File: src/rtl/core/slcd_pkg.sv
`timescale 1ns / 1ps
// ----------------------------------------------------------------------------
// slcd_pkg
// Types and constants shared by the sync/length/checksum deframer.
// ----------------------------------------------------------------------------
package slcd_pkg;

	localparam int HEADER_BYTES = 6;
	localparam int LENGTH_BITS  = 16;

	localparam int BYTE_W   = 8;
	localparam int INDEX_W  = 12;
	localparam int MAXLEN_W = 13;
	localparam int CFG_DATA_W  = 13;
	localparam int CFG_INDEX_W = 2;

	typedef logic [LENGTH_BITS-1:0] len_t;

	// header, checksum, and nothing else: no payload
	localparam len_t EMPTY_FRAME_LEN = LENGTH_BITS'(HEADER_BYTES + 1);
	// largest length whose payload count still fits the index width
	localparam len_t PAYLOAD_LIMIT_LEN = LENGTH_BITS'(4102);
	localparam logic [BYTE_W-1:0] LEN_HI_AS_ZERO = 8'hFF;

	localparam logic [BYTE_W-1:0]   SYNC_FIRST_RST = 8'h5A;
	localparam logic [BYTE_W-1:0]   SYNC_SECOND_RST = 8'h59;
	localparam logic [MAXLEN_W-1:0] MAX_FRAME_LEN_RST = 13'd3096;

	typedef enum logic [CFG_INDEX_W-1:0] {
		CFG_SYNC_FIRST  = 2'd0,
		CFG_SYNC_SECOND = 2'd1,
		CFG_MAX_LEN     = 2'd2
	} cfg_reg_t;

	typedef enum logic [2:0] {
		PH_SYNC1    = 3'd0,
		PH_SYNC2    = 3'd1,
		PH_REMARK   = 3'd2,
		PH_LEN_HI   = 3'd3,
		PH_LEN_LO   = 3'd4,
		PH_TYPE     = 3'd5,
		PH_PAYLOAD  = 3'd6,
		PH_CHECKSUM = 3'd7
	} phase_t;

	typedef enum logic [1:0] {
		KIND_PAYLOAD = 2'd0,
		KIND_SUM_OK  = 2'd1,
		KIND_SUM_BAD = 2'd2
	} kind_t;

	typedef struct packed {
		logic [BYTE_W-1:0]   sync_first;
		logic [BYTE_W-1:0]   sync_second;
		logic [MAXLEN_W-1:0] max_len;
	} cfg_t;

	typedef struct packed {
		phase_t              phase;
		len_t                frame_len;
		logic [BYTE_W-1:0]   sum;
		logic [BYTE_W-1:0]   remark;
		logic [BYTE_W-1:0]   ftype;
		logic [INDEX_W-1:0]  count;
	} parse_state_t;

	typedef struct packed {
		kind_t               kind;
		logic [BYTE_W-1:0]   payload_byte;
		logic [INDEX_W-1:0]  byte_index;
		logic                last_payload;
		logic [BYTE_W-1:0]   remark_id;
		logic [BYTE_W-1:0]   frame_type;
		logic [INDEX_W-1:0]  payload_length;
	} result_t;

endpackage

File: src/rtl/core/slcd_ifs.sv
`timescale 1ns / 1ps
// ----------------------------------------------------------------------------
// slcd_ifs
// Valid/ready channels for received bytes and deframer results.
// ----------------------------------------------------------------------------
interface slcd_in_if;
	logic                         valid;
	logic                         ready;
	logic [slcd_pkg::BYTE_W-1:0]  rx_byte;

	modport source (output valid, output rx_byte, input ready);
	modport sink (input valid, input rx_byte, output ready);
endinterface

interface slcd_out_if;
	logic                          valid;
	logic                          ready;
	logic [1:0]                    out_kind;
	logic [slcd_pkg::BYTE_W-1:0]   payload_byte;
	logic [slcd_pkg::INDEX_W-1:0]  byte_index;
	logic                          last_payload;
	logic [slcd_pkg::BYTE_W-1:0]   remark_id;
	logic [slcd_pkg::BYTE_W-1:0]   frame_type;
	logic [slcd_pkg::INDEX_W-1:0]  payload_length;

	modport source (output valid, output out_kind, output payload_byte, output byte_index,
		output last_payload, output remark_id, output frame_type, output payload_length,
		input ready);
	modport sink (input valid, input out_kind, input payload_byte, input byte_index,
		input last_payload, input remark_id, input frame_type, input payload_length,
		output ready);
endinterface

File: src/rtl/core/slcd_step.sv
`timescale 1ns / 1ps
// ----------------------------------------------------------------------------
// slcd_step
// Next parse state and optional result for one received byte.
// ----------------------------------------------------------------------------
module slcd_step (
	input  slcd_pkg::parse_state_t       st,
	input  slcd_pkg::cfg_t               cfg,
	input  logic [slcd_pkg::BYTE_W-1:0]  rx_byte,
	output slcd_pkg::parse_state_t       nxt,
	output logic                         emit,
	output slcd_pkg::result_t            res
);

	slcd_pkg::len_t              len_new;
	logic [slcd_pkg::INDEX_W-1:0] pay_len;
	logic [slcd_pkg::INDEX_W-1:0] count_inc;
	logic [slcd_pkg::BYTE_W-1:0]  sum_add;
	logic                         hunt;
	logic                         last;

	assign len_new   = slcd_pkg::LENGTH_BITS'({st.frame_len[7:0], rx_byte});
	assign pay_len   = slcd_pkg::INDEX_W'(st.frame_len - slcd_pkg::EMPTY_FRAME_LEN);
	assign count_inc = st.count + 1'b1;
	assign sum_add   = st.sum + rx_byte;
	assign last      = (count_inc == pay_len);

	always_comb begin
		nxt  = st;
		emit = 1'b0;
		hunt = 1'b0;
		res.kind           = slcd_pkg::KIND_PAYLOAD;
		res.payload_byte   = '0;
		res.byte_index     = '0;
		res.last_payload   = 1'b0;
		res.remark_id      = st.remark;
		res.frame_type     = st.ftype;
		res.payload_length = pay_len;

		unique case (st.phase)
			slcd_pkg::PH_SYNC1: begin
				hunt = 1'b1;
			end
			slcd_pkg::PH_SYNC2: begin
				if (rx_byte == cfg.sync_second) begin
					nxt.phase = slcd_pkg::PH_REMARK;
					nxt.sum   = sum_add;
				end else begin
					hunt = 1'b1;
				end
			end
			slcd_pkg::PH_REMARK: begin
				nxt.sum    = sum_add;
				nxt.remark = rx_byte;
				nxt.phase  = slcd_pkg::PH_LEN_HI;
			end
			slcd_pkg::PH_LEN_HI: begin
				nxt.sum       = sum_add;
				nxt.frame_len = (rx_byte == slcd_pkg::LEN_HI_AS_ZERO) ? '0 :
					slcd_pkg::LENGTH_BITS'(rx_byte);
				nxt.phase     = slcd_pkg::PH_LEN_LO;
			end
			slcd_pkg::PH_LEN_LO: begin
				if (len_new > slcd_pkg::LENGTH_BITS'(cfg.max_len) ||
					len_new > slcd_pkg::PAYLOAD_LIMIT_LEN) begin
					hunt = 1'b1;
				end else begin
					nxt.sum       = sum_add;
					nxt.frame_len = len_new;
					nxt.phase     = slcd_pkg::PH_TYPE;
				end
			end
			slcd_pkg::PH_TYPE: begin
				nxt.sum   = sum_add;
				nxt.ftype = rx_byte;
				nxt.phase = slcd_pkg::PH_PAYLOAD;
			end
			slcd_pkg::PH_PAYLOAD: begin
				// empty payload shows only once the first payload byte arrives
				if (st.count == '0 && st.frame_len <= slcd_pkg::EMPTY_FRAME_LEN) begin
					hunt = 1'b1;
				end else begin
					emit             = 1'b1;
					res.payload_byte = rx_byte;
					res.byte_index   = st.count;
					res.last_payload = last;
					nxt.sum   = sum_add;
					nxt.count = count_inc;
					if (last) begin
						nxt.phase = slcd_pkg::PH_CHECKSUM;
					end
				end
			end
			slcd_pkg::PH_CHECKSUM: begin
				emit = 1'b1;
				if (st.sum == rx_byte) begin
					res.kind      = slcd_pkg::KIND_SUM_OK;
					nxt.phase     = slcd_pkg::PH_SYNC1;
					nxt.frame_len = '0;
					nxt.sum       = '0;
					nxt.count     = '0;
				end else begin
					res.kind = slcd_pkg::KIND_SUM_BAD;
					hunt     = 1'b1;
				end
			end
			default: begin
				hunt = 1'b1;
			end
		endcase

		// frame dropped: the same byte may open a new frame
		if (hunt) begin
			nxt.frame_len = '0;
			nxt.count     = '0;
			if (rx_byte == cfg.sync_first) begin
				nxt.phase = slcd_pkg::PH_SYNC2;
				nxt.sum   = rx_byte;
			end else begin
				nxt.phase = slcd_pkg::PH_SYNC1;
				nxt.sum   = '0;
			end
		end
	end

endmodule

File: src/rtl/core/sync_length_checksum_deframer_core.sv
`timescale 1ns / 1ps
// ----------------------------------------------------------------------------
// sync_length_checksum_deframer_core
// Byte-stream frame receiver: sync pair, remark, length, type, payload, sum.
// ----------------------------------------------------------------------------
// Accepts one received byte per clock cycle, sustained, as long as results are
// taken. Each byte is captured in an input register and then parsed by a
// single state step that loads the output register. While a finished result
// waits on the output, one more byte is taken into the input register and
// then the input stalls until the result is taken. Payload bytes come out one
// item each, followed by a frame status item for the checksum byte; frames
// dropped before their payload give no item. Register writes take effect on
// the next byte parsed and belong to idle periods.
module sync_length_checksum_deframer_core (
	input  logic                                clk,
	input  logic                                arst_n,
	input  logic                                cfg_we,
	input  logic [slcd_pkg::CFG_INDEX_W-1:0]    cfg_index,
	input  logic [slcd_pkg::CFG_DATA_W-1:0]     cfg_data,
	slcd_in_if.sink                             in_ch,
	slcd_out_if.source                          out_ch
);

	slcd_pkg::cfg_t         cfg_q;
	slcd_pkg::parse_state_t st_q;
	slcd_pkg::parse_state_t st_nxt;
	slcd_pkg::result_t      res_nxt;
	slcd_pkg::result_t      out_res_q;
	logic                   emit;
	logic                   out_valid_q;
	logic                   in_valid_s1;
	logic [slcd_pkg::BYTE_W-1:0] in_byte_s1;
	logic                   advance;

	// parse stage moves when the output register is free or draining
	assign advance      = !out_valid_q || out_ch.ready;
	assign in_ch.ready  = !in_valid_s1 || advance;

	always_ff @(posedge clk or negedge arst_n) begin
		if (!arst_n) begin
			cfg_q.sync_first  <= slcd_pkg::SYNC_FIRST_RST;
			cfg_q.sync_second <= slcd_pkg::SYNC_SECOND_RST;
			cfg_q.max_len     <= slcd_pkg::MAX_FRAME_LEN_RST;
		end else if (cfg_we) begin
			unique case (cfg_index)
				slcd_pkg::CFG_SYNC_FIRST:  cfg_q.sync_first  <= cfg_data[slcd_pkg::BYTE_W-1:0];
				slcd_pkg::CFG_SYNC_SECOND: cfg_q.sync_second <= cfg_data[slcd_pkg::BYTE_W-1:0];
				slcd_pkg::CFG_MAX_LEN:     cfg_q.max_len     <= cfg_data[slcd_pkg::MAXLEN_W-1:0];
				default: ;
			endcase
		end
	end

	always_ff @(posedge clk or negedge arst_n) begin
		if (!arst_n) begin
			in_valid_s1 <= 1'b0;
		end else if (in_ch.ready) begin
			in_valid_s1 <= in_ch.valid;
		end
	end

	always_ff @(posedge clk) begin
		if (in_ch.valid && in_ch.ready) begin
			in_byte_s1 <= in_ch.rx_byte;
		end
	end

	slcd_step u_step (
		.st      (st_q),
		.cfg     (cfg_q),
		.rx_byte (in_byte_s1),
		.nxt     (st_nxt),
		.emit    (emit),
		.res     (res_nxt)
	);

	always_ff @(posedge clk or negedge arst_n) begin
		if (!arst_n) begin
			st_q.phase     <= slcd_pkg::PH_SYNC1;
			st_q.frame_len <= '0;
			st_q.sum       <= '0;
			st_q.remark    <= '0;
			st_q.ftype     <= '0;
			st_q.count     <= '0;
		end else if (in_valid_s1 && advance) begin
			st_q <= st_nxt;
		end
	end

	always_ff @(posedge clk or negedge arst_n) begin
		if (!arst_n) begin
			out_valid_q <= 1'b0;
		end else if (advance) begin
			out_valid_q <= in_valid_s1 && emit;
		end
	end

	always_ff @(posedge clk) begin
		if (advance && in_valid_s1 && emit) begin
			out_res_q <= res_nxt;
		end
	end

	assign out_ch.valid          = out_valid_q;
	assign out_ch.out_kind       = out_res_q.kind;
	assign out_ch.payload_byte   = out_res_q.payload_byte;
	assign out_ch.byte_index     = out_res_q.byte_index;
	assign out_ch.last_payload   = out_res_q.last_payload;
	assign out_ch.remark_id      = out_res_q.remark_id;
	assign out_ch.frame_type     = out_res_q.frame_type;
	assign out_ch.payload_length = out_res_q.payload_length;

endmodule
File: src/flat_wrapper.sv
// flat-port wrapper written by rule: the top's interface ports become plain ports
module sync_length_checksum_deframer_core_flat 
  (clk, arst_n, cfg_we, cfg_index, cfg_data, in_ch_valid, in_ch_rx_byte, in_ch_ready, out_ch_valid, out_ch_out_kind, out_ch_payload_byte, out_ch_byte_index, out_ch_last_payload, out_ch_remark_id, out_ch_frame_type, out_ch_payload_length, out_ch_ready);
  slcd_in_if in_ch_i ();
  slcd_out_if out_ch_i ();
  input  logic clk;
  input  logic arst_n;
  input  logic cfg_we;
  input  logic [slcd_pkg::CFG_INDEX_W-1:0] cfg_index;
  input  logic [slcd_pkg::CFG_DATA_W-1:0] cfg_data;
  input wire logic [$bits(in_ch_i.valid)-1:0] in_ch_valid;
  input wire logic [$bits(in_ch_i.rx_byte)-1:0] in_ch_rx_byte;
  output wire logic [$bits(in_ch_i.ready)-1:0] in_ch_ready;
  output wire logic [$bits(out_ch_i.valid)-1:0] out_ch_valid;
  output wire logic [$bits(out_ch_i.out_kind)-1:0] out_ch_out_kind;
  output wire logic [$bits(out_ch_i.payload_byte)-1:0] out_ch_payload_byte;
  output wire logic [$bits(out_ch_i.byte_index)-1:0] out_ch_byte_index;
  output wire logic [$bits(out_ch_i.last_payload)-1:0] out_ch_last_payload;
  output wire logic [$bits(out_ch_i.remark_id)-1:0] out_ch_remark_id;
  output wire logic [$bits(out_ch_i.frame_type)-1:0] out_ch_frame_type;
  output wire logic [$bits(out_ch_i.payload_length)-1:0] out_ch_payload_length;
  input wire logic [$bits(out_ch_i.ready)-1:0] out_ch_ready;
  assign in_ch_i.valid = in_ch_valid;
  assign in_ch_i.rx_byte = in_ch_rx_byte;
  assign in_ch_ready = in_ch_i.ready;
  assign out_ch_valid = out_ch_i.valid;
  assign out_ch_out_kind = out_ch_i.out_kind;
  assign out_ch_payload_byte = out_ch_i.payload_byte;
  assign out_ch_byte_index = out_ch_i.byte_index;
  assign out_ch_last_payload = out_ch_i.last_payload;
  assign out_ch_remark_id = out_ch_i.remark_id;
  assign out_ch_frame_type = out_ch_i.frame_type;
  assign out_ch_payload_length = out_ch_i.payload_length;
  assign out_ch_i.ready = out_ch_ready;
  sync_length_checksum_deframer_core u_core (.clk(clk), .arst_n(arst_n), .cfg_we(cfg_we), .cfg_index(cfg_index), .cfg_data(cfg_data), .in_ch(in_ch_i), .out_ch(out_ch_i));
endmodule
File: config.mk
export PLATFORM = sky130hd
export DESIGN_NAME = sync_length_checksum_deframer_core_flat
export DESIGN_NICKNAME = d
export VERILOG_FILES = /design/src/rtl/core/slcd_pkg.sv /design/src/rtl/core/slcd_ifs.sv /design/src/rtl/core/slcd_step.sv /design/src/rtl/core/sync_length_checksum_deframer_core.sv /design/src/flat_wrapper.sv
export SDC_FILE = /design/constraint.sdc
export NUM_CORES = 1
export LEC_CHECK = 0
export BUFFER_PORTS_ARGS = -buffer_cell sky130_fd_sc_hd__buf_4
export CAP_MARGIN = 20
export CORE_MARGIN = 4
export CORE_UTILIZATION = 35
export CTS_CLUSTER_DIAMETER = 50
export DETAILED_ROUTE_END_ITERATION = 8
export PLACE_DENSITY_LB_ADDON = 0.3
export REMOVE_ABC_BUFFERS = 1
export SYNTH_ARGS = -nofsm -noshare
export SYNTH_HDL_FRONTEND = slang
export SYNTH_SLANG_ARGS = --single-unit
File: constraint.sdc
create_clock -name clk -period 5 [get_ports clk]
set_input_delay 0.75 -clock clk [delete_from_list [all_inputs] [get_ports clk]]
set_output_delay 0.75 -clock clk [all_outputs]
set_load 0.05 [all_outputs]
# Yosys cells after proc, flatten, opt, wreduce, memory -nomap -nowiden
# Index checks and enable logic that the tools add are counted.
[word_totals] ff_bits=145 in_bits=28 output_inout_bits=53
[op_classes] add_sub_neg=3 order_cmp=3 eq_ne=19 mux=26 n_bitwise=1 reduce_logical=28
[ops] operator="$mux 27" n=3
[ops] operator="$pmux 16 s3" n=1
[ops] operator="$pmux 8 s5" n=1
[ops] operator="$mux 12" n=3
[ops] operator="$mux 8" n=4
[ops] operator="$eq 8x8->1" n=3
[ops] operator="$pmux 12 s2" n=1
[ops] operator="$pmux 3 s7" n=1
[ops] operator="$gt 16x13->1" n=1
[ops] operator="$gt 16x13->1 const B" n=1
[ops] operator="$le 16x3->1 const B" n=1
[ops] operator="$ne 3x3->1 const B" n=5
[ops] operator="$add 12x1->12 const B" n=1
[ops] operator="$eq 12x12->1" n=1
[ops] operator="$eq 3x3->1 const B" n=4
[ops] operator="$logic_not 12->1" n=1
[ops] operator="$sub 12x3->12 const B" n=1
[ops] operator="$reduce_and 2->1" n=5
[ops] operator="$mux 3" n=3
[ops] operator="$add 8x8->8" n=1
[ops] operator="$eq 8x8->1 const B" n=1
[ops] operator="$reduce_and 4->1" n=2
[ops] operator="$reduce_bool 8->1" n=1
[ops] operator="$reduce_and 7->1" n=1
[ops] operator="other kinds (20)" n=33

# Logic depth before layout (Yosys ltp)
[logic_depth] ltp_word=6 ltp_mapped=13 depth_no_buf=11

# Modules after synthesis
# Synthesis repeated with hierarchy kept, for this count alone.
[hier_totals] cells_unflattened=668 hier_area_um2=7825.0
[modules_own_cells] mod="sync_length_checksum_deframer_core" n_inst=1 cells_per_inst=247 area_each_um2=5028.6 seq_area_each_um2=3938.8
[modules_own_cells] mod="slcd_step" n_inst=1 cells_per_inst=421 area_each_um2=2796.4 seq_area_each_um2=0.0

# Worst setup path before layout
# OpenSTA, ideal clock, no wires.
[synth_timing] kind="input port to flip-flop" startpoint="input out_ch_ready" endpoint="register u_core.out_res_q, in the netlist u_core.out_ch.byte_index[0], enable pin" setup_time_ps=523 arrival_time_ps=4789 required_ps=4477 setup_slack_ps=-311 cell_stages=4 n_path_buf=1 path_cell_list="nand2b_1 nand2_1 clkbuf_1 nor3_1"
[synth_between] elab_chain_len=3
[synth_lines] item="start, declared" line_no="flat_wrapper.sv:22" rtl="input wire logic [$bits(out_ch_i.ready)-1:0] out_ch_ready;"
[synth_lines] item="$logic_or 1x1->1" line_no="sync_length_checksum_deframer_core.sv:36" rtl="assign advance = !out_valid_q || out_ch.ready;"
[synth_lines] item="$logic_and 1x1->1 (2 in a row)" line_no="sync_length_checksum_deframer_core.sv:99" rtl="if (advance && in_valid_s1 && emit) begin"
[synth_lines] item="end signal, assigned" line_no="sync_length_checksum_deframer_core.sv:100" rtl="out_res_q <= res_nxt;"
[synth_lines] item="end, declared" line_no="sync_length_checksum_deframer_core.sv:28" rtl="slcd_pkg::result_t out_res_q;"
# Every way passes these cells.
# A chain may end at the register's enable or synchronous reset.

# Worst setup path in the final report
[layout_timing] startpoint="register u_core.in_byte_s1[5] (netlist bit)" endpoint="register u_core.st_q[41] (netlist bit)"
[layout_between] elab_chain_len=6 word_cells_on_any_way=18 classes_between="order compare: 2; eq/ne: 5; mux: 8; reduce/logical: 3"
[layout_lines] item="start, declared" line_no="sync_length_checksum_deframer_core.sv:32" rtl="logic [slcd_pkg::BYTE_W-1:0] in_byte_s1;"
[layout_lines] item="start signal, assigned" line_no="sync_length_checksum_deframer_core.sv:64" rtl="in_byte_s1 <= in_ch.rx_byte;"
[layout_lines] item="$gt 16x13->1 (on tied branches)" line_no="slcd_step.sv:64, slcd_step.sv:65"
[layout_lines] item="$logic_or 1x1->1" line_no="slcd_step.sv:64" rtl="if (len_new > slcd_pkg::LENGTH_BITS'(cfg.max_len) ||"
[layout_lines] item="$mux 1" line_no="slcd_step.sv:64"
[layout_lines] item="$pmux 1 s5" line_no="slcd_step.sv:40" rtl="unique case (st.phase)"
[layout_lines] item="$ne 3x3->1 (no line) / $reduce_bool 4->1 (equally long branches)"
[layout_lines] item="$reduce_and 4->1 (no line)"
[layout_lines] item="end signal, assigned" line_no="sync_length_checksum_deframer_core.sv:86" rtl="st_q <= st_nxt;"
[layout_lines] item="end, declared" line_no="sync_length_checksum_deframer_core.sv:25" rtl="slcd_pkg::parse_state_t st_q;"
# Parallel ways exist; a longest one is shown, timed or not. The select of a mux whose other input is x is not followed.

==> results.yml <==
run_status:
  status: "completed"
synthesis:
  syn_avg_cell_area_um2: 12.09
  synth_warnings: 0
  synth_top_flop_cell: "dfrtp_1"
  synthCells: 574
  syn-cell-area_um2: 6938
  ys_seq_elements: 145
  ys_types: 55
  synth-edff-count: 59
  ys_seq_area_share_pct: 56.77
  ys_async_sr_fraction_pct: 59.31
setup_path:
  r2r_slack_ns: 1.52
  r2r-start: "u_core.in_byte_s1[5]"
  worstPathArrival_ns: 3.83
  start_kind: "register"
  path_class: "register to register"
  crit_path_end_kind: "register"
  crit_chain: "ha_1 -> nor3_1 -> nand3_1 -> and3_1 -> a211o_1 -> nor2_1 -> buf_4 -> nand2_1 -> nor3_4 -> a22o_1"
  critPathMaxFanout: 14
  slowest_stage: "edfxtp_1"
  cp_slowest_stage_delay_ns: 0.75
  path_buf_inv: 1
  reg2reg_to: "u_core.st_q[41]"
  worstPathRequired_ns: 5.35
  critical_path.top_delay_family: "simple AND/OR/NAND/NOR gates"
  reg2reg_depth: 10
floorplanning:
  die_h_um: 148.8
  rows: 51
  die_x_um: 148.8
  initial_utilization_pct: 35.65
  pin_count: 81
  core_um2: 19460
  dieArea_um2: 22140
cts:
  post_cts_buffers: 0
  clk_pin_slew_ns: 0.06
  clock_latency_ns: 0.42
  cts-buffers-inserted: 17
  cts.sink_count: 145
  htreeDepth: 4
  ctsResizeCount: 0
  cts_tree: "yes"
  clk_path_buf_depth: 2
  cts-root-buf: "clkbuf_16"
  cts_hold_buf: 0
sta:
  layout_setup_ws_ns: 1.520
  max_freq_mhz: 287.4
  hold_violations: 0
  relSlewSlack_pct: 32.35
  finalClockSkew_ns: 0.008089
  fin_crit_ns: 3.480
  worstMarginPinSlew_ns: 1.006
  finalSetupViolCount: 0
  fin_hold_ws_ns: 0.3337
  slew_viol_final: 0
  rsz0062_at_grt: "no"
  finalCritPeriodShare_pct: 69.60
worst_hold_path:
  hold_class: "primary input to asynchronous set/reset pin"
global_routing:
  grt_pass1_wl_um: 26900
  grt_pass1_vias: 4964
  grtUsageMet3_pct: 3.829
  grtUsageMet1_pct: 20.22
  antenna_found_initial: 0
  use_met2_pct: 25.91
  grt_start_max_net_pins: 49
  grt_overflow: 0
  grt-busiest-layer: "met2"
  track_usage_pct: 15.63
detailed_routing:
  route.detailed.drc: 0
  drt-initial-drc-count: 362
  antenna_left: 0
  vias: 4721
  wire_per_inst_um: 17.74
  wirelength_um: 16500
  vias_per_cell: 5.076
  drt_pass1_iterations: 4
cells_and_area:
  num_antenna_cells: 0
  drive_gt1_share_pct: 25.86
  area_growth_pct: 20.87
  final_nets: 705
power_and_ir_drop:
  total_power_mw: 4.513
  ir_drop_v: 0.0002957
  p_per_area_nw_per_um2: 538.2
  leakagePower_nw: 3.470
placement:
  globalplace.congestion: 0.8491
  io_buffer_count: 80
  hpwl_um: 11700
  dp_slack_ns: 1.550
run:
  cap_violations: 0
[cell usage after synthesis (all sizes together), types with 6 or more instances]
library cell / number / share of area, %
dfrtp: 74 / 27
edfxtp: 59 / 26
mux2: 41 / 6.7
nand2: 37 / 2.0
inv: 30 / 1.6
o21ai: 29 / 2.1
xnor2: 29 / 3.7
nor2: 25 / 1.4
ha: 24 / 4.3
and2: 21 / 1.9
xor2: 21 / 2.7
clkbuf: 19 / 1.0
nand3: 15 / 1.1
a21oi: 14 / 1.1
a22o: 14 / 1.8
nor3: 14 / 1.2
dfstp: 12 / 4.5
nor4: 11 / 1.1
nand4: 8 / 0.72
buf: 7 / 0.49
o31ai: 7 / 0.76
a221o: 6 / 0.87
[registers in the layout (all words and copies together), names as in the netlist, 8 cells and up]
name and count:
u_core.out_ch.payload_byte 8, u_core.out_ch.payload_length 12, u_core.cfg_q 29, u_core.out_ch.byte_index 12
u_core.st_q 55, u_core.in_byte_s1 8, u_core.out_ch.remark_id 8, u_core.out_ch.frame_type 8
[layer usage]
metal	vias to the layer above	wire length, µm
li1	2233	-
met1	2328	7114
met2	133	8119
met3	27	874
met4	0	388
met5	-	0
[cells by family after synthesis]
kind of cell	share of synthesized area [%]
adder cells (fa/ha/maj)	4.617
multiplexers	6.943
AND/OR/NAND/NOR	12.14
AO/OA/AOI/OAI	9.396
flip-flops	56.77
XOR/XNOR	6.997
buffers and inverters	3.138
[placed cells by master, fill, tap and decap left out, types with 5 or more instances in the layout]
cell	n
nor2_1	25
o21ai_0	28
mux2_2	41
clkinv_2	5
dfstp_2	12
clkbuf_16	17
inv_1	30
edfxtp_1	59
nor4_1	10
nand3_1	15
o31ai_1	7
ha_1	24
nor3_1	12
xor2_1	21
a21oi_1	13
nand4_1	8
buf_4	85
and2_1	21
a22o_1	14
dfrtp_1	74
xnor2_1	29
a221o_1	6
a21o_1	5
nand2_1	37
[metrics by stage]
step,instances,utilization (%),cell area [µm²],TNS (ns)
floorplan,548,-,6833,-20.13
global placement,898,40.12,7807,0
detailed placement,898,40.12,7807,0
CTS,930,43.09,8386,0
global route,930,43.09,8386,0
finish,930,43.09,8386,0
[how the worst max path moves through the flow]
stage,startpoint,to,slack [ns],cells past startpoint
4_1_cts,u_core.in_byte_s1[6],u_core.st_q[41],1.52,10
6_report,u_core.in_byte_s1[5],u_core.st_q[41],1.52,10
3_5_place_dp,u_core.in_byte_s1[6],u_core.st_q[41],1.55,10
5_1_grt,u_core.in_byte_s1[6],u_core.st_q[41],1.19,10
3_3_place_gp,u_core.in_byte_s1[5],u_core.st_q[41],1.67,10
2_1_floorplan,out_ch_ready,u_core.out_ch.byte_index[0],-0.39,3
[final cells by class]
| cell class | count | area, µm² |
|---|---|---|
| Multi-Input combinational cell | 373 | 2786 |
| Clock inverter | 13 | 145.1 |
| Inverter | 30 | 112.6 |
| Timing Repair Buffer | 85 | 638.1 |
| Sequential cell | 145 | 3939 |
| Fill cell | 1811 | 11080 |
| Tap cell | 265 | 331.6 |
| Clock buffer | 19 | 432.9 |
[worst reg2reg max path, stage by stage (launching register included)]
cell,delay (ns)
edfxtp_1,0.75
ha_1,0.39
nor3_1,0.23
nand3_1,0.15
and3_1,0.23
a211o_1,0.30
nor2_1,0.12
buf_4,0.22
nand2_1,0.39
nor3_4,0.45
a22o_1,0.18
[report_power, final]
part           switching [mW]  leakage [nW]  internal [mW]
Sequential              0.218          1.62           1.56
Combinational           0.896          1.57          0.596
Clock                   0.473         0.277          0.775
(Power assumes the default switching activity.)
